<file path="config.mk">
export PLATFORM = sky130hd
export DESIGN_NAME = lcw_oq
export DESIGN_NICKNAME = d
export VERILOG_FILES = /design/src/rtl/lcw_pkg.sv /design/src/rtl/lcw_oq.sv
export VERILOG_INCLUDE_DIRS = /design/src /design/src/rtl
export SDC_FILE = /design/constraint.sdc
export NUM_CORES = 1
export LEC_CHECK = 0
export BUFFER_PORTS_ARGS = -buffer_cell sky130_fd_sc_hd__buf_2
export CORE_ASPECT_RATIO = 1.75
export CORE_MARGIN = 3
export CORE_UTILIZATION = 50
export DETAILED_ROUTE_END_ITERATION = 8
export PLACE_DENSITY = 0.75
export REMOVE_ABC_BUFFERS = 1
export SLEW_MARGIN = 20
export SYNTH_ARGS = -nofsm -noshare
export SYNTH_HDL_FRONTEND = slang
export SYNTH_SLANG_ARGS = --single-unit
</file>
<file path="constraint.sdc">
create_clock -name i_clk -period 2.17 [get_ports i_clk]
set_clock_uncertainty 0.1 [all_clocks]
set_input_delay 0.1085 -clock i_clk [delete_from_list [all_inputs] [get_ports i_clk]]
set_output_delay 0.1085 -clock i_clk [all_outputs]
set_load 0.02 [all_outputs]
</file>
<file path="src/rtl/lcw_stream_decompressor_top_defines.svh">
// assertion macros shared by the lcw decompressor modules
`ifndef LCW_STREAM_DECOMPRESSOR_TOP_DEFINES_SVH
`define LCW_STREAM_DECOMPRESSOR_TOP_DEFINES_SVH

// same-cycle implication, checked out of reset
`define LCW_ASSERT_IMP(lbl, ante, cons) \
    lbl: assert property (@(posedge i_clk) disable iff (!i_rst_n) (ante) |-> (cons)) \
        else $error("lcw check failed");

// next-cycle implication, checked out of reset
`define LCW_ASSERT_NXT(lbl, ante, cons) \
    lbl: assert property (@(posedge i_clk) disable iff (!i_rst_n) (ante) |=> (cons)) \
        else $error("lcw check failed");

`endif

</file>
<file path="src/rtl/lcw_pkg.sv">
// types and constants of the lcw stream decompressor
package lcw_pkg;

    localparam int OUT_BYTES = 65536;
    localparam int AW        = $clog2(OUT_BYTES);
    localparam int IQ_DEPTH  = 2;
    localparam int OQ_DEPTH  = 4;

    localparam logic [1:0] OP_BYTE    = 2'd0;
    localparam logic [1:0] OP_PULL    = 2'd1;
    localparam logic [1:0] OP_RESTART = 2'd2;

    localparam logic [2:0] K_DATA    = 3'd0;
    localparam logic [2:0] K_DONE    = 3'd1;
    localparam logic [2:0] K_TRUNC   = 3'd2;
    localparam logic [2:0] K_CAP     = 3'd3;
    localparam logic [2:0] K_REFUSED = 3'd4;

    localparam logic [2:0] PH_CMD   = 3'd0;
    localparam logic [2:0] PH_SHORT = 3'd1;
    localparam logic [2:0] PH_LIT   = 3'd2;
    localparam logic [2:0] PH_P1    = 3'd3;
    localparam logic [2:0] PH_P2    = 3'd4;
    localparam logic [2:0] PH_P3    = 3'd5;
    localparam logic [2:0] PH_P4    = 3'd6;
    localparam logic [2:0] PH_RUN   = 3'd7;

    localparam logic [7:0] CMD_END  = 8'h80;
    localparam logic [7:0] CMD_FILL = 8'hFE;
    localparam logic [7:0] CMD_LONG = 8'hFF;

    typedef struct packed {
        logic [1:0] opcode;
        logic [7:0] in_byte;
        logic       in_last;
    } t_in;

    typedef struct packed {
        logic [2:0]  out_kind;
        logic [7:0]  out_byte;
        logic [16:0] total_length;
    } t_out;

    // classified word handed from front to back
    typedef struct packed {
        logic       is_byte;
        logic       is_pull;
        logic       is_restart;
        logic [7:0] data;
        logic       last;
    } t_cmd;

endpackage

</file>
<file path="src/rtl/lcw_oq.sv">
// result queue toward the consumer
`include "lcw_stream_decompressor_top_defines.svh"
module lcw_oq (
    input  logic          i_clk,
    input  logic          i_rst_n,
    input  logic          i_push,
    input  lcw_pkg::t_out i_res,
    output logic          o_room,
    output logic          empty,
    input  logic          pop,
    output lcw_pkg::t_out o_out
);
    localparam int CW = $clog2(lcw_pkg::OQ_DEPTH + 1);

    lcw_pkg::t_out r_q [lcw_pkg::OQ_DEPTH];
    logic [$clog2(lcw_pkg::OQ_DEPTH)-1:0] r_wr, r_rd;
    logic [CW-1:0] r_cnt;
    logic do_pop;

    // two free slots: one for the word in the back's second stage, one for a new issue
    assign o_room = (r_cnt <= CW'(lcw_pkg::OQ_DEPTH - 2));
    assign empty  = (r_cnt == '0);
    assign o_out  = r_q[r_rd];
    assign do_pop = pop && !empty;

    always_ff @(posedge i_clk) begin
        if (!i_rst_n) begin
            r_wr  <= '0;
            r_rd  <= '0;
            r_cnt <= '0;
        end else begin
            if (i_push) r_wr <= r_wr + 1'b1;
            if (do_pop) r_rd <= r_rd + 1'b1;
            if (i_push && !do_pop) r_cnt <= r_cnt + 1'b1;
            else if (!i_push && do_pop) r_cnt <= r_cnt - 1'b1;
        end
    end

    always_ff @(posedge i_clk) begin
        if (i_push) r_q[r_wr] <= i_res;
    end

    `LCW_ASSERT_IMP(a_no_overflow, i_push, r_cnt != CW'(lcw_pkg::OQ_DEPTH))
endmodule

</file>
### After elaboration in Yosys (flattened, before gate mapping)

Memory sizes are Yosys's and may differ from the RTL's. A register that Yosys moved wholly into a read port is not among the register bits.
Cells that the tools add are included.

* multiplexer cells: 6
* add/sub/neg operators: 4
* reductions and logical operators: 8
* $lt $le $gt $ge: 1

Operators by type and width (count)
* $mux W3: 2
* $add A2 B1 Y2 const B: 2
* $mux W2: 2
* $add A3 B1 Y3 const B: 1
* $le A3 B2 Y1 const B: 1
* $logic_and A1 B1 Y1: 3
* $logic_not A1 Y1: 3
* $logic_not A3 Y1: 1
* $sub A3 B1 Y3 const B: 1
* $mux W1: 2
* $reduce_bool A2 Y1: 1

* bits of input ports: 32
* logic and storage cells: 23
* bits in registers: 7
* RAM bits: 112
* memories: 1

Memory list
* r_q: words 4, width 28, rd ports 1, clocked after Yosys merged registers in 1, write ports 1, line lcw_oq.sv:15 `lcw_pkg::t_out r_q [lcw_pkg::OQ_DEPTH];`

### Depth between registers and ports, before layout

Gate-level depths: netlist (run 1).

* depth in word-level cells: 6
* gate-level depth with buffers: 7
* gate-level depth less buffers: 7

### Worst setup path before layout (run 1)

No wires, ideal clock.

* path kind: reg-to-reg
* start point: register r_cnt[0]
* end point: register r_cnt[2]
* path slack: 138 ps
* stages on the path, launching flop included: 8
* data arrival time: 1856 ps
* setup time: 76 ps
* required time: 1994 ps
* path buffers: 0
* cell sequence: dfxtp_1 > o31ai_4 > ha_1 > inv_1 > fa_1 > xor2_1 > or3_1 > a21boi_0

* cells in the longest elaborated chain, start to end: 6

Ends and longest elaborated chain
* start, declared: line lcw_oq.sv:17 `logic [CW-1:0] r_cnt;`
* start signal, assigned: line lcw_oq.sv:34 `if (i_push && !do_pop) r_cnt <= r_cnt + 1'b1;`
* start signal, assigned: line lcw_oq.sv:35 `else if (!i_push && do_pop) r_cnt <= r_cnt - 1'b1;`
* branches (longest 6 deep; another with $sub A3 B1 Y3)

Several ways; the timed one is not identified. The select of a mux whose other input is x is not followed.
A chain may end at the register's enable or synchronous reset.

### Worst setup path in the final report (run 1)

Ends and elaborated chain as after synthesis.

==> flow_metrics.env, run 1 <==
export IMPL_reg2regPathDepth=7
export IMPL_vdd_drop_max_mv=0.8284
export IMPL_clockBufferDepth=2
export IMPL_ant_nets=0
export IMPL_dp_hpwl_um=4727
export IMPL_antenna_found_initial=0
export IMPL_fp_dieW_um=78.22
export IMPL_whs_ns=0.02560
export IMPL_nets=341
export IMPL_multiInputGateArea_um2=944.7
export IMPL_numCtsBuffers=17
export IMPL_cts_tree="yes"
export IMPL_powerDensity_nw_per_um2=1211
export IMPL_die_area_um2=10350
export IMPL_worst_path_buf_inv=1
export IMPL_grt_pass1_wl_um=12300
export IMPL_drt_iter0_drc=191
export IMPL_synthesis_area_um2=4563
export IMPL_cp_top_family="adder cells"
export IMPL_cts_num_sinks=121
export IMPL_placed_area_um2=5057
export IMPL_worstSetupEndpointType="register"
export IMPL_drive_gt1_share_pct=39.56
export IMPL_worst_pin_slew_ns=0.4188
export IMPL_seqCellArea_um2=3548
export IMPL_post_route_drc_count=0
export IMPL_io_buffers=61
export IMPL_fillers=575
export IMPL_relSlewSlack_pct=72.08
export IMPL_clk_pin_slew_worst_paths_ns=0.05
export IMPL_cp_num_cells=7
export IMPL_syn_instance_count=189
export IMPL_viasPerCell=5.171
export IMPL_yosysSeqAreaShare_pct=77.65
export IMPL_grt_max_degree=29
export IMPL_synth_cell_types=22
export IMPL_clkLatencyLatePin_ns=0.40
export IMPL_synth_area_per_cell_um2=24.14
export IMPL_arrival_ns=2.30
export IMPL_totalWireLength_um=7859
export IMPL_instances_no_fill=433
export IMPL_htree_levels=4
export IMPL_status="finished clean"
export IMPL_start_kind="register"
export IMPL_critical_path_max_fanout=2
export IMPL_syn_to_final_growth_pct=31.01
export IMPL_place_inst=372
export IMPL_ys_ff_latch=121
export IMPL_initial_core_util_pct=51.95
export IMPL_cp_slowest_cell="fa_1"
export IMPL_hold_violations=0
export IMPL_synth_warnings=0
export IMPL_vias=2239
export IMPL_coreArea_um2=8783
export IMPL_max_freq_mhz=483.1
export IMPL_grt_total_usage_pct=16.69
export IMPL_cts_root_buffer="clkbuf_16"
export IMPL_crit_chain="o31ai_4, ha_2, inv_1, fa_1, xor2_1, or3_1, a21boi_1"
export IMPL_p_total_uw=7240
export IMPL_cp_startpoint="r_cnt[0]$_SDFFE_PN0P_"
export IMPL_setup_viol=0
export IMPL_place_gp_congestion=0.7209
export IMPL_grt_pass1_vias=2379
export IMPL_die_y_um=132.4
export IMPL_hp_class="input port to register"
export IMPL_r2r_end="r_cnt[2]$_SDFFE_PN0P_"
export IMPL_post_route_period_util_pct=95.39
export IMPL_regToRegSetupSlack_ns=0.1
export IMPL_p_leak_uw=0.002130
export IMPL_final_area_um2=5978
export IMPL_finalMaxSlewViolations=0
export IMPL_dr_pass1_iters=4
export IMPL_io_pins=62
export IMPL_max_stage_delay_ns=0.37
export IMPL_grt_remaining_overflow=0
export IMPL_critPathRequiredTime_ns=2.40
export IMPL_num_antenna_cells=0
export IMPL_rsz0062_at_grt="no"
export IMPL_r2r_start="r_cnt[0]$_SDFFE_PN0P_"
export IMPL_drt_wirelength_per_cell_um=18.15
export IMPL_crit_path_end="r_cnt[2]$_SDFFE_PN0P_"
export IMPL_maxCapViolCount=0
export IMPL_path_class="register to register"
export IMPL_finalCriticalPeriod_ns=2.070
export IMPL_num_rows=45
## cells in the final DEF (no fill, tap or decap), types with 2 or more instances in the layout
master / netlist / routed
mux4_1: 8 / 8
dfxtp_1: 9 / 7
bufinv_16: 0 / 4
xnor2_1: 3 / 3
and2_1: 9 / 9
nor2b_1: 2 / 2
clkinv_2: 0 / 3
mux4_2: 20 / 20
clkbuf_8: 0 / 3
inv_1: 3 / 3
buf_4: 0 / 9
xor2_1: 2 / 2
clkbuf_16: 0 / 17
buf_12: 2 / 2
clkbuf_1: 0 / 4
dlygate4sd3_1: 0 / 29
ha_1: 5 / 4
buf_2: 3 / 61
mux2i_1: 2 / 2
edfxtp_1: 112 / 112
## report_power, final
group	leakage, µW	switching, µW	internal, µW	total [µW]
sequential	0.00110	113	2720	2830
clock	0.000304	884	2000	2890
combinational	0.000722	783	740	1520
## registers in the layout (all words and copies together), names as in the netlist, named ones only
name	count
r_cnt	3
r_q	112
r_rd	2
r_wr	2
## per-stage QoR
stage,worst slack [ns],TNS [ns],util (%)
floorplan,-0.04928,-0.3943,-
global placement,0.1815,0,57.58
detailed placement,0.09350,0,57.58
CTS,0.06421,0,68.02
global route,0.02327,0,68.06
finish,0.09995,0,68.06
## cells by family after synthesis
| logic type | Yosys count | synth area share [%] |
|---|---|---|
| xor+xnor | 5 | 0.9599 |
| buf+inv | 9 | 1.700 |
| compound gates | 5 | 1.206 |
| simple gates | 13 | 1.755 |
| mux | 30 | 14.92 |
| fa+ha+maj | 6 | 1.810 |
| flops | 121 | 77.65 |
## worst min-delay path by stage
stage                         start                    to  slack, ns  cells past startpoint
after floorplan            i_res[0]   r_q[0][0]$_DFFE_PP_       0.11                      0
after global placement    i_res[21]  r_q[1][21]$_DFFE_PP_       0.22                      1
after global routing         i_push  r_wr[1]$_SDFFE_PN0P_       0.03                      3
after CTS                    i_push  r_wr[1]$_SDFFE_PN0P_       0.02                      3
final                        i_push  r_wr[1]$_SDFFE_PN0P_       0.03                      3
after detailed placement  i_res[10]  r_q[1][10]$_DFFE_PP_       0.23                      1
## tightest hold or removal path, stage by stage
cell and delay, ns:
buf_2 0.17, mux2i_1 0.11, nor2b_1 0.10
## Yosys cell counts
library cell,count,area share (%)
o21ai_0,1,0.11
nor3_1,1,0.11
mux2i_1,2,0.44
o311ai_2,1,0.36
xor2_1,2,0.38
xnor2_1,3,0.58
buf_12,2,0.88
dfxtp_1,9,3.9
or3_1,1,0.14
edfxtp_1,112,74
inv_1,3,0.25
o31ai_4,1,0.47
buf_2,3,0.33
a21boi_0,1,0.16
and2_1,9,1.2
mux4_2,20,9.9
mux4_1,8,4.6
fa_1,1,0.44
nor2b_1,2,0.27
ha_1,5,1.4
buf_6,1,0.25
a21oi_1,1,0.11
## layer usage
layer	vias to the layer above	routed length (µm)	global-route usage, %	share of wire (%)
met5	-	0	0	0
met2	61	4413	28.34	56
met4	0	115	7.588	1.5
li1	1022	-	-	-
met3	11	389	6.293	4.9
met1	1145	2941	18.39	37
## area by class of cell
| type | instances | area share [%] |
|---|---|---|
| Clock buffer | 24 | 8.058 |
| Clock inverter | 8 | 2.386 |
| Inverter | 3 | 0.1884 |
| Multi-Input combinational cell | 59 | 15.80 |
| Sequential cell | 121 | 59.36 |
| Tap cell | 117 | 2.449 |
| Timing Repair Buffer | 101 | 11.76 |
## timing repair
action                                 in CTS  in global routing
setup endpoints to repair                  11                  1
gates cloned                                0                  0
endpoints found under the hold margin     121                  0
hold buffers                               29                  0
buffers inserted                            0                  0
gates resized for setup                     1                  3
Power figures use the tool's default switching activity.
==> inputs of run 2 (changes only) <==
--- a/config.mk
+++ b/config.mk
@@ -11,7 +11,7 @@
 export CORE_MARGIN = 3
 export CORE_UTILIZATION = 50
 export DETAILED_ROUTE_END_ITERATION = 8
-export PLACE_DENSITY = 0.75
+export PLACE_DENSITY = 0.72
 export REMOVE_ABC_BUFFERS = 1
 export SLEW_MARGIN = 20
 export SYNTH_ARGS = -nofsm -noshare
==> constraint.sdc (replaced) <==
create_clock -name i_clk -period 2.5 [get_ports i_clk]
set_clock_uncertainty 0.1 [all_clocks]
set_input_delay 0.125 -clock i_clk [delete_from_list [all_inputs] [get_ports i_clk]]
set_output_delay 0.125 -clock i_clk [all_outputs]
set_load 0.02 [all_outputs]
==> flow_metrics.env, run 2 (synthesis gave the netlist of run 1 again) <==
export IMPL_reg2regPathDepth=7
export IMPL_place_inst=371
export IMPL_setup_viol=0
export IMPL_cts_num_sinks=121
export IMPL_regToRegSetupSlack_ns=0.35
export IMPL_clockBufferDepth=2
export IMPL_critical_path_max_fanout=6
export IMPL_io_pins=62
export IMPL_drive_gt1_share_pct=39.24
export IMPL_worstSetupEndpointType="register"
export IMPL_htree_levels=4
export IMPL_finalMaxSlewViolations=0
export IMPL_grt_pass1_wl_um=12390
export IMPL_path_class="register to register"
export IMPL_crit_chain="o31ai_4, ha_1, inv_1, fa_1, xor2_1, or3_1, a21boi_0"
export IMPL_syn_to_final_growth_pct=30.30
export IMPL_fillers=586
export IMPL_vias=2227
export IMPL_largest_reg_flops=112
export IMPL_reg_top3="r_q x112, r_cnt x3"
export IMPL_instances_no_fill=433
export IMPL_postCtsSetupRepairBufs=0
export IMPL_combPwrFrac_pct=21.1
export IMPL_p_total_uw=6173
export IMPL_cp_num_cells=7
export IMPL_clock_power_share_pct=39.6
export IMPL_viasPerCell=5.143
export IMPL_max_stage_delay_ns=0.40
export IMPL_finalCriticalPeriod_ns=2.153
export IMPL_arrival_ns=2.38
export IMPL_start_kind="register"
export IMPL_whs_ns=0.08520
export IMPL_hp_class="input port to register"
export IMPL_powerDensity_nw_per_um2=1038
export IMPL_worst_path_buf_inv=1
export IMPL_swShare_pct=25.32
export IMPL_die_y_um=132.4
export IMPL_dp_slack_ns=0.3724
export IMPL_initial_core_util_pct=51.95
export IMPL_max_freq_mhz=464.4
export IMPL_grt_total_usage_pct=16.65
export IMPL_dp_hpwl_um=4654
export IMPL_die_area_um2=10350
export IMPL_numCtsBuffers=17
export IMPL_grt_pass1_vias=2408
export IMPL_clk_pin_slew_worst_paths_ns=0.05
export IMPL_io_buffers=61
export IMPL_coreArea_um2=8783
export IMPL_nets=341
export IMPL_worst_pin_slew_ns=0.4072
export IMPL_vdd_drop_max_mv=0.8243
export IMPL_holdBufCountCts=30
export IMPL_tns_ns=0
export IMPL_clkLatencyLatePin_ns=0.40
export IMPL_num_rows=45
export IMPL_ant_nets=0
export IMPL_num_antenna_cells=0
export IMPL_p_sw_uw=1563
export IMPL_antenna_found_initial=0
export IMPL_dr_pass1_iters=4
export IMPL_totalWireLength_um=7757
export IMPL_cts_repair_resized=0
export IMPL_cp_top_family="adder cells"
export IMPL_p_leak_uw=0.002110
export IMPL_hold_violations=0
export IMPL_cp_slowest_cell="dfxtp_1"
export IMPL_post_route_drc_count=0
export IMPL_grt_remaining_overflow=0
export IMPL_min_delay_path_depth=4
export IMPL_drt_iter0_drc=134
export IMPL_layout_commonest_cell="edfxtp_1"
export IMPL_cts_root_buffer="clkbuf_16"
export IMPL_grt_max_degree=29
export IMPL_critPathRequiredTime_ns=2.73
export IMPL_cts_tree="yes"
export IMPL_place_gp_congestion=0.7154
export IMPL_post_route_period_util_pct=86.14
export IMPL_p_seq_share_pct=39.3
export IMPL_layout_setup_ws_ns=0.3465
export IMPL_p_int_uw=4610
export IMPL_relSlewSlack_pct=72.86
export IMPL_fp_dieW_um=78.22
export IMPL_final_cell_mix="edfxtp_1 (112), buf_2 (61), dlygate4sd3_1 (30), mux4_2 (20), clkbuf_16 (17)"
export IMPL_status="finished clean"
export IMPL_drt_wirelength_per_cell_um=17.91
export IMPL_regMostFlops="r_q"
export IMPL_rsz0062_at_grt="no"
export IMPL_maxCapViolCount=0
-- run 2: cell types whose count changed in the layout (fill, tap and decap cells not counted), moves of 2 or more --
cell | previous run | this run
clkinvlp_4 | 1 | 4
clkinv_1 | 0 | 2
clkbuf_1 | 4 | 0
clkinv_2 | 3 | 5
clkbuf_8 | 3 | 0
-- run 2: path summary, 6_finish.rpt --
check / end / start
min: register / pop
max reg2reg: r_cnt[2]$_SDFFE_PN0P_ / r_cnt[0]$_SDFFE_PN0P_
min reg2reg: r_wr[1]$_SDFFE_PN0P_ / r_wr[1]$_SDFFE_PN0P_
max: r_cnt[2]$_SDFFE_PN0P_ / r_cnt[0]$_SDFFE_PN0P_
-- run 2: stage by stage --
stage	area [µm²]	utilization [%]
3_5_place_dp	5037	57.35
4_1_cts	5946	67.69
5_1_grt	5946	67.69
6_report	5946	67.69
3_3_place_gp	5037	57.35
2_1_floorplan	4497	-
-- run 2: final cells by class --
class	count	area [µm²]	area share, %
Clock inverter	15	182.7	3.072
Sequential cell	121	3545	59.62
Timing Repair Buffer	101	693.2	11.66
Tap cell	117	146.4	2.462
Multi-Input combinational cell	59	942.2	15.85
Inverter	3	11.26	0.1894
Clock buffer	17	425.4	7.155
-- run 2: power groups by stage --
stage               Clock, µW  Combinational [µW]  Sequential (µW)
floorplan                   0                 777             2550
global placement            0                1280             2460
detailed placement          0                1280             2470
CTS                      2490                1330             2430
global route             2580                1390             2440
finish                   2450                1300             2430
-- run 2: metal layers --
metal | part of all wire (%) | wire, µm | vias up | GRT usage, %
met5 | 0 | 0 | - | 0
met4 | 1.2 | 96 | 0 | 6.420
met3 | 4.4 | 344 | 8 | 6.156
met2 | 56 | 4316 | 59 | 28.58
met1 | 39 | 3000 | 1133 | 18.69
li1 | - | - | 1027 | -
-- run 2: worst reg2reg max path, delay by kind of cell, from the launching register on --
kind	cells	cell delay [ns]
xor gates and xnor gates	1	0.16
adders and majority gates	2	0.61
and+or+nand+nor	1	0.30
DFF	1	0.40
AOI/OAI and AO/OA	2	0.45
buffers and inverters	1	0.06
