### config.mk
export PLATFORM = sky130hd
export DESIGN_NAME = lcw_front
export DESIGN_NICKNAME = d
export VERILOG_FILES = /design/src/rtl/lcw_stream_decompressor_top_defines.svh /design/src/rtl/lcw_pkg.sv /design/src/rtl/lcw_front.sv
export SDC_FILE = /design/constraint.sdc
export NUM_CORES = 1
export LEC_CHECK = 0
export BUFFER_PORTS_ARGS = -buffer_cell sky130_fd_sc_hd__buf_2
export CAP_MARGIN = 0
export CELL_PAD_IN_SITES_DETAIL_PLACEMENT = 0
export CELL_PAD_IN_SITES_GLOBAL_PLACEMENT = 1
export CORE_ASPECT_RATIO = 1.25
export CORE_UTILIZATION = 25
export DETAILED_ROUTE_END_ITERATION = 10
export HOLD_SLACK_MARGIN = 0.15
export PLACE_DENSITY = 0.62
export SETUP_SLACK_MARGIN = 0.4
export SYNTH_ARGS = -nofsm -noshare
export SYNTH_HDL_FRONTEND = slang
export SYNTH_SLANG_ARGS = --single-unit
export TNS_END_PERCENT = 100
### constraint.sdc
create_clock -name i_clk -period 3.08 [get_ports i_clk]
set_input_delay 0.462 -clock i_clk [delete_from_list [all_inputs] [get_ports i_clk]]
set_output_delay 0.462 -clock i_clk [all_outputs]
set_load 0.02 [all_outputs]
### src/rtl/lcw_stream_decompressor_top_defines.svh
// assertion macros shared by the lcw decompressor modules
`ifndef LCW_STREAM_DECOMPRESSOR_TOP_DEFINES_SVH
`define LCW_STREAM_DECOMPRESSOR_TOP_DEFINES_SVH

// same-cycle implication, checked out of reset
`define LCW_ASSERT_IMP(lbl, ante, cons) \
    lbl: assert property (@(posedge i_clk) disable iff (!i_rst_n) (ante) |-> (cons)) \
        else $error("lcw check failed");

// next-cycle implication, checked out of reset
`define LCW_ASSERT_NXT(lbl, ante, cons) \
    lbl: assert property (@(posedge i_clk) disable iff (!i_rst_n) (ante) |=> (cons)) \
        else $error("lcw check failed");

`endif

### src/rtl/lcw_pkg.sv
// types and constants of the lcw stream decompressor
package lcw_pkg;

    localparam int OUT_BYTES = 65536;
    localparam int AW        = $clog2(OUT_BYTES);
    localparam int IQ_DEPTH  = 2;
    localparam int OQ_DEPTH  = 4;

    localparam logic [1:0] OP_BYTE    = 2'd0;
    localparam logic [1:0] OP_PULL    = 2'd1;
    localparam logic [1:0] OP_RESTART = 2'd2;

    localparam logic [2:0] K_DATA    = 3'd0;
    localparam logic [2:0] K_DONE    = 3'd1;
    localparam logic [2:0] K_TRUNC   = 3'd2;
    localparam logic [2:0] K_CAP     = 3'd3;
    localparam logic [2:0] K_REFUSED = 3'd4;

    localparam logic [2:0] PH_CMD   = 3'd0;
    localparam logic [2:0] PH_SHORT = 3'd1;
    localparam logic [2:0] PH_LIT   = 3'd2;
    localparam logic [2:0] PH_P1    = 3'd3;
    localparam logic [2:0] PH_P2    = 3'd4;
    localparam logic [2:0] PH_P3    = 3'd5;
    localparam logic [2:0] PH_P4    = 3'd6;
    localparam logic [2:0] PH_RUN   = 3'd7;

    localparam logic [7:0] CMD_END  = 8'h80;
    localparam logic [7:0] CMD_FILL = 8'hFE;
    localparam logic [7:0] CMD_LONG = 8'hFF;

    typedef struct packed {
        logic [1:0] opcode;
        logic [7:0] in_byte;
        logic       in_last;
    } t_in;

    typedef struct packed {
        logic [2:0]  out_kind;
        logic [7:0]  out_byte;
        logic [16:0] total_length;
    } t_out;

    // classified word handed from front to back
    typedef struct packed {
        logic       is_byte;
        logic       is_pull;
        logic       is_restart;
        logic [7:0] data;
        logic       last;
    } t_cmd;

endpackage

### src/rtl/lcw_front.sv
// input queue that accepts and classifies words
module lcw_front (
    input  logic          i_clk,
    input  logic          i_rst_n,
    input  logic          push,
    output logic          full,
    input  lcw_pkg::t_in  i_in,
    input  logic          i_take,
    output logic          o_valid,
    output lcw_pkg::t_cmd o_cmd
);
    lcw_pkg::t_cmd r_q [lcw_pkg::IQ_DEPTH];
    logic [$clog2(lcw_pkg::IQ_DEPTH)-1:0] r_wr, r_rd;
    logic [$clog2(lcw_pkg::IQ_DEPTH+1)-1:0] r_cnt;
    lcw_pkg::t_cmd cls;
    logic do_push, do_pop;

    always_comb begin
        cls.is_byte    = (i_in.opcode == lcw_pkg::OP_BYTE);
        cls.is_pull    = (i_in.opcode == lcw_pkg::OP_PULL);
        cls.is_restart = (i_in.opcode == lcw_pkg::OP_RESTART);
        cls.data       = i_in.in_byte;
        cls.last       = i_in.in_last;
    end

    assign full    = (r_cnt == ($clog2(lcw_pkg::IQ_DEPTH+1))'(lcw_pkg::IQ_DEPTH));
    assign o_valid = (r_cnt != '0);
    assign o_cmd   = r_q[r_rd];
    assign do_push = push && !full;
    assign do_pop  = i_take && o_valid;

    always_ff @(posedge i_clk) begin
        if (!i_rst_n) begin
            r_wr  <= '0;
            r_rd  <= '0;
            r_cnt <= '0;
        end else begin
            if (do_push) r_wr <= r_wr + 1'b1;
            if (do_pop)  r_rd <= r_rd + 1'b1;
            if (do_push && !do_pop) r_cnt <= r_cnt + 1'b1;
            else if (!do_push && do_pop) r_cnt <= r_cnt - 1'b1;
        end
    end

    always_ff @(posedge i_clk) begin
        if (do_push) r_q[r_wr] <= cls;
    end
endmodule

; After elaboration in Yosys (flattened, before gate mapping)
; Memories as Yosys holds them, arrays and structs flattened. A register that Yosys moved wholly into a read port is not among the register bits.
; Index checks and enable logic that the tools add are counted.
[word_totals]
ff_bits = 4
ram_bits = 24
output_inout_bits = 14
mem_count = 1
[mem_list]
columns = memory, depth, width, rd, rd_ports_with_merged_regs, wr, line_no
row1 = r_q, 2, 12, 1, 1, 1, lcw_front.sv:12  ; lcw_pkg::t_cmd r_q [lcw_pkg::IQ_DEPTH];
[classes]
n_addsub = 4
eq_ne = 3
mux = 6
reduce_logical = 10
[op_table]
columns = op, count
row1 = $eq 2x2->1 const B, 2
row2 = $logic_and 1x1->1, 4
row3 = $mux 1, 4
row4 = $mux 2, 2
row5 = $reduce_bool 2->1, 2
row6 = $logic_not 1->1, 3
row7 = $add 1x1->1 const B, 2
row8 = $add 2x1->2 const B, 1
row9 = $eq 2x1->1 const B, 1
row10 = $logic_not 2->1, 1
row11 = $sub 2x1->2 const B, 1

; Logic depth before layout (Yosys ltp)
; Gate-level depths: netlist of the first run.
[logic_depth]
word_depth = 7
mapped_depth = 7

; Worst setup path before layout of the first run
; Ideal clock, no wire load.
[synth_path]
kind = register to register
from = reg r_cnt[0] (netlist name)
to = mem r_q[0][0] (netlist name), enable pin
setup_time_ns = 0.381
arrival_ns = 1.160
t_required_ns = 2.699
setup_slack_ns = 1.539
path_stages_with_launch = 4
cell_sequence = dfxtp_1 > nand2b_1 > inv_2 > nor3_2
[synth_between]
elab_chain_cells = 5
[synth_rtl]
columns = item, line_no
row1 = start: declaration, lcw_front.sv:14  ; logic [$clog2(lcw_pkg::IQ_DEPTH+1)-1:0] r_cnt;
row2 = start signal: assignment, lcw_front.sv:40  ; if (do_push && !do_pop) r_cnt <= r_cnt + 1'b1;
row3 = start signal: assignment, lcw_front.sv:41  ; else if (!do_push && do_pop) r_cnt <= r_cnt - 1'b1;
row4 = $eq 2x2->1, lcw_front.sv:26  ; assign full = (r_cnt == ($clog2(lcw_pkg::IQ_DEPTH+1))'(lcw_pkg::IQ_DEPTH));
row5 = named net full, lcw_front.sv:6  ; output logic full,
row6 = $logic_not 1->1, lcw_front.sv:29  ; assign do_push = push && !full;
row7 = $logic_and 1x1->1, lcw_front.sv:29
row8 = $mux 1, lcw_front.sv:46  ; if (do_push) r_q[r_wr] <= cls;
row9 = $mux 1 (not written as such), lcw_front.sv:46
row10 = end: declaration, lcw_front.sv:12
; The timed path passes the listed nets, and every way through them passes these cells.

==> metrics.md, run 1 <==
| Metric | Value |
|---|---|
| R2R depth | 3 |
| Maximum buffer depth of the clock tree | 2 |
| Largest area contributor in the netlist | edfxtp_1 |
| Maximum number of pins on one net before global-route repair | 14 |
| Syn_area_per_cell | around 17 um^2 |
| Hold-fix buffer count after cts | 0 |
| Synth Net Count | roughly 80 |
| Average via count per standard cell | between 4 and 5 |
| Hold slack final | between 0.3 and 0.4 ns |
| Routed WL | roughly 1.9 mm |
| Int Power | approximately 800 uW |
| Number of nets in the layout | around 120 |
| Global route overflow | 0 |
| Worst-Skew Late Latency | 0.27 ns |
| Switching pwr | around 370 uW |
| Worst flop-to-flop path startpoint | r_cnt[0] |
| Number of violations reported at the end of detailed-routing iteration 0 | 7 |
| Max Clock Skew | around 0.0046 ns |
| Arrival time at the worst endpoint | between 1.5 and 2 ns |
| Fraction of power consumed by the clock network | 0.239 |
| Startpoint class of the critical path | flip-flop |
| IO buf count | 28 |
| Final-report max-slew violation count | 0 |
| Global-route wire length before repair | 2.83 mm |
| CTS Buf Count | 5 |
| Clock tree from TritonCTS | built |
| Starting utilization of the core area | 0.267 |
| Router iterations before antenna repair | 2 |
| Area added between synthesis and finish | 25.7% |
| Type of element capturing the critical path | output port |
| Synth Register Bits | 29 |
| Unrepaired setup endpoints after global routing | false |
| Final weighted congestion of routability-driven global placement | roughly 0.64 |
| Combinational cell fraction of total power | 0.299 |
| Critical path fanouts, max | 12 |
| Die Y | between 70 and 80 um |
| Slew at the pin closest to its max-slew limit | approximately 1.0 ns |
| Total inserted antenna cells | 0 |
| Worst setup slack for register-to-register paths | between 1 and 1.5 ns |
| Final hold vios | 0 |
| Top area cells in the synthesized netlist | edfxtp_1 (65%), mux2_2 (12%), dfxtp_1 (9.0%), and2_1 (1.7%), xnor2_1 (1.6%) |
| Clock input transition at the sequential cells of the worst setup and hold paths | 0.06 ns |
| Vias in the first global route | between 600 and 700 |
| Register Area | just over 800 um^2 |
| Critical setup path kind | flip-flop to output port |
| Worst hold path type | input pin to flip-flop |
| Floorplan die area | roughly 0.0047 mm^2 |
| Proportion of synthesized chip area in sequential cells | 0.737 |
| Count of vias placed by the detailed router | between 600 and 700 |
| Maximum VDD drop | just over 0.4 mV |
| Antenna violations before repair | 0 |
| Worst min-delay path startpoint | i_in[1] |
| Synthesized instance count | 65 |
| Minimum setup slack in the final design | 1.11 ns |
| Area of placed instances | around 0.0013 mm^2 |
| Max frequency | approximately 500 MHz |
| Clk root buf | clkbuf_8 |
| Filler cells | around 460 |
| H-tree lvl count | 2 |
| Worst setup timing slack at the placement stage | approximately 1.2 ns |
| Remaining antenna violation count | 0 |
| Number of gates given a new drive strength after cts | 0 |
| Net Sw Frac | 0.316 |
| Core Area | 0.00416 mm^2 |
| Area taken by multi-input logic gates | roughly 280 um^2 |
| Proportion of layout cells with a drive suffix above 1 | 0.490 |
| Post-CTS setup repair buffer count | 0 |
| Final design instance area without fill | about 0.0014 mm^2 |
| Flop pwr share | 0.462 |
| Chip width | roughly 62 um |
| Remaining routing DRC violations | 0 |
| Outcome | finished, final reports clean |
| Top-area cell type share of the netlist area | 0.647 |
| # setup viols final | 0 |
| Total number of placement rows | 26 |
| Capturing element of the worst setup path | o_cmd[10] |
| Detail-routed net length per standard cell | 11.9 um |
| Final min period | between 1.5 and 2 ns |
| Leakage component of the power | roughly 0.54 nW |
| Setup_tns | 0 ns |
| Synthesis warning total | 0 |
| Combined area of all synthesized cells | between 0.001 and 0.0015 mm^2 |
| Half-perimeter wire length of the detailed placement result | between 1 and 1.5 mm |
| Netlist cell types | 22 |
| TritonCTS sink count | 29 |
| Tcrit/Tclk final | 0.639 |
| Power density relative to cell area | ~840 mW/mm^2 |
| Max-capacitance violation count | 0 |
| Utilization after layout | 0.336 |
| Worst flop-to-flop path endpoint | r_q[0][3] |
| Top-level port count | 29 |
| Req. time, crit path | ~2.6 ns |
| Worst relative slew slack | 0.322 |
| Overall fraction of global-route tracks in use | 0.0862 |
[power by group through the flow]
stage / Sequential, mW / Clock, mW / Combinational, mW
floorplan: 0.530 / 0 / 0.276
global placement: 0.555 / 0 / 0.351
detailed placement: 0.557 / 0 / 0.357
CTS: 0.549 / 0.295 / 0.359
global route: 0.555 / 0.316 / 0.385
finish: 0.547 / 0.283 / 0.353
[layout by cell type (no fill, tap or decap), types with 2 or more instances in the layout]
cell / netlist / routed
dfxtp_1: 5 / 5
clkinv_1: 0 / 2
nor2b_1: 2 / 2
mux2_2: 12 / 12
edfxtp_1: 24 / 24
nor2_1: 2 / 2
and2_1: 3 / 3
clkbuf_8: 0 / 5
xnor2_1: 2 / 2
buf_2: 1 / 28
[sequential cells by signal (all words and copies together), names as in the netlist, named ones only]
| register | flops |
|---|---|
| r_cnt | 2 |
| r_wr | 1 |
| r_q | 24 |
| r_rd | 1 |
[layer usage]
| layer | global-route usage | routed length, um |
|---|---|---|
| met5 | 0 | 0 |
| met4 | 0.0400 | 36 |
| met3 | 0.0526 | 162 |
| met2 | 0.134 | 849 |
| met1 | 0.0887 | 805 |
[cell usage after synthesis]
master,number
dfxtp_1,5
edfxtp_1,24
xnor2_1,2
nor2_1,2
o21a_1,1
o21ai_0,1
inv_1,1
or3_1,1
nand2b_1,1
ha_1,1
and2_1,3
nor2b_1,2
a21boi_0,1
inv_2,1
a21boi_1,1
and3_1,1
xor2_1,1
buf_2,1
or2_2,1
nor3_2,1
o21ai_1,1
mux2_2,12
[worst max-delay path, stage by stage, from the launching register on]
cell,delay [ns]
dfxtp_1,0.66
mux2_2,0.40
buf_2,0.16
[metrics by stage]
step | std cells | power (mW)
4_1_cts | 156 | 1.20
3_3_place_gp | 148 | 0.906
3_5_place_dp | 148 | 0.914
5_1_grt | 156 | 1.26
6_report | 156 | 1.18
2_1_floorplan | 65 | 0.806
[layout make-up]
cell class | instances | share of cell area
Clock buffer | 5 | 0.0492
Clock inverter | 3 | 0.00894
Inverter | 2 | 0.00536
Multi-Input combinational cell | 33 | 0.200
Sequential cell | 29 | 0.586
Tap cell | 56 | 0.0500
Timing Repair Buffer | 28 | 0.100
[worst min-delay path by stage]
| stage | end | cells past startpoint |
|---|---|---|
| finish | r_q[1][1] | 1 |
| CTS | r_q[1][1] | 1 |
| detailed placement | r_cnt[1] | 2 |
| global route | r_q[0][8] | 1 |
| floorplan | r_cnt[1] | 2 |
| global placement | r_cnt[1] | 2 |
[logic make-up (layout without fill, tap and decap cells)]
| kind of cell | after synthesis | after routing | synth area share |
|---|---|---|---|
| mux | 12 | 12 | 0.121 |
| simple gates | 12 | 12 | 0.0663 |
| fa+ha+maj | 1 | 1 | 0.0112 |
| flops | 29 | 29 | 0.737 |
| xor+xnor | 3 | 3 | 0.0236 |
| buf+inv | 3 | 38 | 0.0112 |
| compound gates | 5 | 5 | 0.0292 |
(Power assumes the default switching activity.)
==> run 2, diff against run 1 <==
--- a/config.mk
+++ b/config.mk
@@ -13,7 +13,7 @@
 export CORE_UTILIZATION = 25
 export DETAILED_ROUTE_END_ITERATION = 10
 export HOLD_SLACK_MARGIN = 0.15
-export PLACE_DENSITY = 0.62
+export PLACE_DENSITY = 0.63
 export SETUP_SLACK_MARGIN = 0.4
 export SYNTH_ARGS = -nofsm -noshare
 export SYNTH_HDL_FRONTEND = slang
==> constraint.sdc (replaced) <==
create_clock -name i_clk -period 1.59 [get_ports i_clk]
set_input_delay 0.2385 -clock i_clk [delete_from_list [all_inputs] [get_ports i_clk]]
set_output_delay 0.2385 -clock i_clk [all_outputs]
set_load 0.02 [all_outputs]
==> metrics.md, run 2 (same netlist as run 1, synthesis figures left out) <==
| Metric | Value |
|---|---|
| Outcome | finished, final reports clean |
| Floorplan die area | 0.00473 mm^2 (unchanged) |
| Startpoint class of the critical path | flip-flop |
| Remaining routing DRC violations | 0 (unchanged) |
| Max-capacitance violation count | 0 (unchanged) |
| Maximum buffer depth of the clock tree | 2 (unchanged) |
| Number of violations reported at the end of detailed-routing iteration 0 | 16 (+9) |
| Worst-Skew Late Latency | 0.27 ns (about the same) |
| Area of placed instances | 0.00139 mm^2 (+5.0%) |
| TritonCTS sink count | 29 (unchanged) |
| # setup viols final | 0 (unchanged) |
| Average via count per standard cell | 4.18 (+2.1%) |
| Arrival time at the worst endpoint | 1.21 ns (-0.30 ns) |
| Number of nets in the layout | 129 (+12%) |
| Final design instance area without fill | 0.00174 mm^2 (+24%) |
| Post-Place Cells | 152 (+2.7%) |
| Highest-count cells in the layout ignoring fill and taps | edfxtp_1 (24), buf_6 (20), buf_2 (14) |
| Final-report max-slew violation count | 0 (unchanged) |
| Critical path fanouts, max | 8 (-4) |
| Antenna violations before repair | 0 (unchanged) |
| Type of element capturing the critical path | output port |
| Req. time, crit path | 1.35 ns (-1.27 ns) |
| Register Area | 830 um^2 (+1.1%) |
| Hold Crit Endpoint | r_q[0][0] |
| Clock input transition at the sequential cells of the worst setup and hold paths | 0.06 ns (about the same) |
| Worst setup slack for register-to-register paths | 0.15 ns (-1.14 ns) |
| Largest register FFs | 24 (unchanged) |
| Die Y | 76.6 um (unchanged) |
| Total number of placement rows | 26 (unchanged) |
| Worst flop-to-flop path endpoint | r_cnt[1] |
| Hold Path Stages | 1 (unchanged) |
| Overall fraction of global-route tracks in use | 0.101 (+0.0143) |
| CTS Buf Count | 5 (unchanged) |
| Worst min-delay path startpoint | i_in[0] |
| Half-perimeter wire length of the detailed placement result | 1.36 mm (+7.2%) |
| Tcrit/Tclk final | 0.914 |
| Int Power | 2.00 mW (+150%) |
| Switching pwr | 845 uW (+130%) |
| Worst hold path type | input pin to flip-flop |
| Router iterations before antenna repair | 2 (unchanged) |
| Maximum number of pins on one net before global-route repair | 9 (-5) |
| Remaining antenna violation count | 0 (unchanged) |
| Worst relative slew slack | 0.874 (+0.552) |
| Power density relative to cell area | 1640 mW/mm^2 (+94%) |
| Final weighted congestion of routability-driven global placement | 0.705 (+9.5%) |
| IO buf count | 28 (unchanged) |
| Final min period | 1.45 ns |
| Chip width | 61.7 um (unchanged) |
| Non-filler instance count after layout | 169 (+8.3%) |
| Starting utilization of the core area | 0.267 (unchanged) |
| Area taken by multi-input logic gates | 382 um^2 (+36%) |
| Net Sw Frac | 0.297 (-0.0185) |
| Fraction of power consumed by the clock network | 0.186 (-0.053) |
| Vias in the first global route | 734 (+18%) |
| Area added between synthesis and finish | 55.8% |
| Maximum VDD drop | 0.825 mV (+99%) |
| Total inserted antenna cells | 0 (unchanged) |
| Critical setup path kind | flip-flop to output port |
| Flop pwr share | 0.373 (-0.089) |
| Setup_tns | 0 ns (unchanged) |
| Combinational cell fraction of total power | 0.441 (+0.142) |
| Clk root buf | clkbuf_8 |
| Routed WL | 2.09 mm (+13%) |
| Count of vias placed by the detailed router | 706 (+11%) |
| Most frequent standard cell in the layout excluding fill and tap cells | edfxtp_1 |
| Top flop regs | r_q (24), r_cnt (2) |
| Final hold vios | 0 (unchanged) |
| Global route overflow | 0 (unchanged) |
| Top-level port count | 29 (unchanged) |
| Register ranked first by flip-flop count | r_q |
| Max frequency | between 600 and 700 MHz |
| R2R depth | 7 (+4) |
| H-tree lvl count | 2 (unchanged) |
| Proportion of layout cells with a drive suffix above 1 | 0.584 (+0.0941) |
| Pwr Total | 2.84 mW (+140%) |
| Unrepaired setup endpoints after global routing | true |
| Leakage component of the power | 0.683 nW (+27%) |
| Detail-routed net length per standard cell | 12.4 um (+4.2%) |
| Max Clock Skew | 0.00361 ns (-0.000948 ns) |
| Worst flop-to-flop path startpoint | r_cnt[0] |
| Clock tree from TritonCTS | built |
| Slew at the pin closest to its max-slew limit | 0.189 ns (-0.822 ns) |
| Global-route wire length before repair | 3.31 mm (+17%) |
| Utilization after layout | 0.417 (+0.0805) |
| Core Area | 0.00416 mm^2 (unchanged) |
| Filler cells | 415 (-9.6%) |
-- run 2: changes by cell type in the layout (fill, tap and decap cells not counted), sizes merged --
cell	before	now
clkbuf	5	6
clkinv	3	1
and3	1	2
buf	28	37
dlygate4sd3	0	4
-- run 2: final cells by class --
class                      count  area share
tap                           56      0.0404
clock inverter                 1     0.00216
inverter                       2     0.00721
clock buffer                   6      0.0418
timing repair buffer          41       0.211
sequential                    29       0.478
multi-input combinational     34       0.220
-- run 2: power groups by stage --
stage / Combinational (mW) / Sequential (mW) / Clock, mW
5_1_grt: 1.34 / 1.08 / 0.584
2_1_floorplan: 0.589 / 1.04 / 0
3_5_place_dp: 0.840 / 1.05 / 0
4_1_cts: 1.23 / 1.06 / 0.547
3_3_place_gp: 0.827 / 1.04 / 0
6_report: 1.25 / 1.06 / 0.528
-- run 2: what timing repair did --
action,CTS,global route
pin swaps,6,3
endpoints found under the hold margin,8,0
cloned,1,0
hold buffers,4,0
gates resized for setup,54,3
endpoints found under the setup margin,32,31
setup buffers,4,1
-- run 2: through the flow --
stage               hold slack [ns]  worst slack (ns)
global placement              0.431             0.189
CTS                           0.152             0.123
global route                  0.152            0.0855
detailed placement            0.432             0.121
floorplan                     0.337             0.190
finish                        0.157             0.137
-- run 2: metal layers --
| metal | wire, um | track usage | up-vias |
|---|---|---|---|
| met5 | 0 | 0 | - |
| met4 | 27 | 0.0400 | 0 |
| met3 | 160 | 0.0509 | 3 |
| met2 | 1100 | 0.166 | 25 |
| met1 | 807 | 0.104 | 341 |
| li1 | - | - | 337 |
-- run 2: worst max path at each step --
stage	to	slack, ns	depth (start not counted)
finish	o_cmd[8]	0.14	3
global route	o_cmd[8]	0.09	3
CTS	o_cmd[2]	0.12	3
detailed placement	r_cnt[1]	0.12	5
global placement	r_cnt[1]	0.19	5
floorplan	r_cnt[1]	0.19	7
-- run 2: critical path: stages, from the launching register on --
cell     delay (ns)
dfxtp_2        0.35
buf_8          0.15
mux2_4         0.31
buf_6          0.13
==> run 3, diff against run 2 <==
--- a/config.mk
+++ b/config.mk
@@ -13,7 +13,7 @@
 export CORE_UTILIZATION = 25
 export DETAILED_ROUTE_END_ITERATION = 10
 export HOLD_SLACK_MARGIN = 0.15
-export PLACE_DENSITY = 0.63
+export PLACE_DENSITY = 0.62
 export SETUP_SLACK_MARGIN = 0.4
 export SYNTH_ARGS = -nofsm -noshare
 export SYNTH_HDL_FRONTEND = slang
==> constraint.sdc (replaced) <==
create_clock -name i_clk -period 1.6 [get_ports i_clk]
set_input_delay 0.24 -clock i_clk [delete_from_list [all_inputs] [get_ports i_clk]]
set_output_delay 0.24 -clock i_clk [all_outputs]
set_load 0.02 [all_outputs]
==> metrics.md, run 3 (same netlist as run 1, synthesis figures left out) <==
| Metric | Value |
|---|---|
| Outcome | finished, final reports clean |
| Hold Path Stages | 1 (unchanged) |
| Worst relative slew slack | 0.831 (-0.0429) |
| Crit-path max cell delay | 0.35 ns (about the same) |
| Global route overflow | 0 (unchanged) |
| Int Power | 1.98 mW (-0.82%) |
| Floorplan die area | 0.00473 mm^2 (unchanged) |
| # setup viols final | 0 (unchanged) |
| Number of nets in the layout | 133 (+3.1%) |
| Core Area | 0.00416 mm^2 (unchanged) |
| Non-filler instance count after layout | 174 (+3.0%) |
| Clock tree from TritonCTS | built |
| CP Depth | 3 (unchanged) |
| Worst min-delay path startpoint | i_in[3] |
| Max frequency | 684 MHz |
| CTS Buf Count | 5 (unchanged) |
| Arrival time at the worst endpoint | 1.22 ns (about the same) |
| Final min period | roughly 1.5 ns |
| Tcrit/Tclk final | 0.914 |
| Final-report max-slew violation count | 0 (unchanged) |
| Chip width | 61.7 um (unchanged) |
| Router iterations before antenna repair | 3 (+1) |
| Area added between synthesis and finish | 59.6% |
| Remaining routing DRC violations | 0 (unchanged) |
| Worst hold path type | input pin to flip-flop |
| Type of element capturing the critical path | output port |
| Slew at the pin closest to its max-slew limit | 0.253 ns (+0.0636 ns) |
| Worst-path cell with the longest stage delay | dfxtp_2 |
| Unrepaired setup endpoints after global routing | true |
| R2R depth | 7 (unchanged) |
| Detail-routed net length per standard cell | 13.1 um (+5.7%) |
| Register ranked first by flip-flop count | r_q |
| Vias in the first global route | 766 (+4.4%) |
| Final hold vios | 0 (unchanged) |
| Worst flop-to-flop path endpoint | r_cnt[1] |
| H-tree lvl count | 2 (unchanged) |
| Highest-count cells in the layout ignoring fill and taps | edfxtp_1 (24), buf_6 (19), buf_2 (14) |
| TritonCTS sink count | 29 (unchanged) |
| Hold Crit Endpoint | r_q[0][3] |
| Global-route wire length before repair | 3.44 mm (+3.7%) |
| Startpoint class of the critical path | flip-flop |
| Largest register FFs | 24 (unchanged) |
| Worst flop-to-flop path startpoint | r_cnt[0] |
| Maximum number of pins on one net before global-route repair | 10 (+1) |
| Top flop regs | r_q (24), r_cnt (2) |
| Proportion of layout cells with a drive suffix above 1 | 0.568 (-0.0163) |
| Maximum VDD drop | 0.810 mV (-1.8%) |
| Final weighted congestion of routability-driven global placement | 0.631 (-11%) |
| Starting utilization of the core area | 0.267 (unchanged) |
| Top-level port count | 29 (unchanged) |
| Switching pwr | 877 uW (+3.8%) |
| Setup_tns | 0 ns (unchanged) |
| Antenna violations before repair | 0 (unchanged) |
| Net Sw Frac | 0.307 (+0.00959) |
| CP top delay family | flip-flops |
| Routed WL | 2.28 mm (+8.8%) |
| Average via count per standard cell | 4.11 (-1.5%) |
| Critical path fanouts, max | 8 (unchanged) |
| Half-perimeter wire length of the detailed placement result | 1.34 mm (-1.7%) |
| Count of vias placed by the detailed router | 716 (+1.4%) |
| Flop pwr share | 0.368 (-0.005) |
| Power density relative to cell area | 1610 mW/mm^2 (-1.8%) |
| Combinational cell fraction of total power | 0.441 (about the same) |
| IO buf count | 28 (unchanged) |
| Post-Place Cells | 151 (-0.66%) |
| Max-capacitance violation count | 0 (unchanged) |
| Overall fraction of global-route tracks in use | 0.110 (+0.00926) |
| Most frequent standard cell in the layout excluding fill and tap cells | edfxtp_1 |
| Number of violations reported at the end of detailed-routing iteration 0 | 14 (-2) |
| Critical setup path kind | flip-flop to output port |
| Total number of placement rows | 26 (unchanged) |
| Clk root buf | clkbuf_8 |
| Die Y | 76.6 um (unchanged) |
| Req. time, crit path | 1.36 ns (about the same) |
| Total inserted antenna cells | 0 (unchanged) |
| Worst setup slack for register-to-register paths | 0.17 ns (+0.02 ns) |
| Fraction of power consumed by the clock network | 0.192 (+0.006) |
| Worst-Skew Late Latency | 0.28 ns (about the same) |
| Clock input transition at the sequential cells of the worst setup and hold paths | 0.06 ns (about the same) |
| Combined buffer and inverter count along the critical path | 2 (unchanged) |
| Remaining antenna violation count | 0 (unchanged) |
| Cell breakdown of the critical path | buf_8 > mux2_4 > buf_6 |
| Leakage component of the power | 0.702 nW (+2.8%) |
| Maximum buffer depth of the clock tree | 2 (unchanged) |
| Max Clock Skew | 0.00401 ns (+0.000405 ns) |
[run 3: changes by cell type in the layout (fill, tap and decap cells not counted), sizes merged]
cell	delta
clkbuf	-1
clkinv	+2
dlygate4sd3	+4
[run 3: layer usage]
layer  global-route usage  vias up  share of wire
met3               0.0594        5          0.083
met2                0.176       29           0.49
met4               0.0600        0          0.023
met1                0.108      338           0.40
met5                    0        -              0
li1                     -      344              -
[run 3: through the flow]
| step | area (um^2) | worst slack (ns) | hold WS (ns) | total power [mW] | util |
|---|---|---|---|---|---|
| 5_1_grt | 1780 | 0.106 | 0.154 | 3.01 | 0.427 |
| 6_report | 1780 | 0.138 | 0.156 | 2.86 | 0.427 |
| 4_1_cts | 1760 | 0.129 | 0.153 | 2.87 | 0.423 |
| 3_5_place_dp | 1380 | 0.145 | 0.432 | 1.86 | 0.331 |
| 3_3_place_gp | 1380 | 0.209 | 0.430 | 1.84 | 0.331 |
| 2_1_floorplan | 1150 | 0.200 | 0.339 | 1.61 | - |
[run 3: layout make-up]
class                   instances  area (um^2)
clock buffers                   5         68.8
repair buffers                 45          402
flip-flops and latches         29          830
well taps                      56         70.1
clock inverters                 3         12.5
multi-input cells              34          382
fillers                       413         2390
inverters                       2         12.5
[run 3: worst max-delay path by stage]
stage	start	to	slack (ns)
3_5_place_dp	r_cnt[1]	r_cnt[1]	0.15
4_1_cts	flip-flop	o_cmd[6]	0.13
3_3_place_gp	r_cnt[1]	r_cnt[1]	0.21
5_1_grt	flip-flop	o_cmd[1]	0.11
6_report	flip-flop	o_cmd[6]	0.14
2_1_floorplan	r_cnt[0]	r_cnt[1]	0.20
[run 3: power by group through the flow]
stage          sequential (mW)  clock (mW)  combinational, mW
3_5_place_dp              1.04           0              0.821
5_1_grt                   1.07       0.599               1.34
4_1_cts                   1.05       0.562               1.26
2_1_floorplan             1.03           0              0.585
3_3_place_gp              1.03           0              0.811
6_report                  1.05       0.548               1.26
[run 3: timing repair]
| action | in CTS | in global routing |
|---|---|---|
| buffers inserted | 5 | 0 |
| gates cloned | 2 | 0 |
| hold buffers | 7 | 1 |
| endpoints found under the setup margin | 40 | 41 |
| endpoints found under the hold margin | 14 | 2 |
| pin swaps | 2 | 1 |
| resized for setup | 56 | 1 |
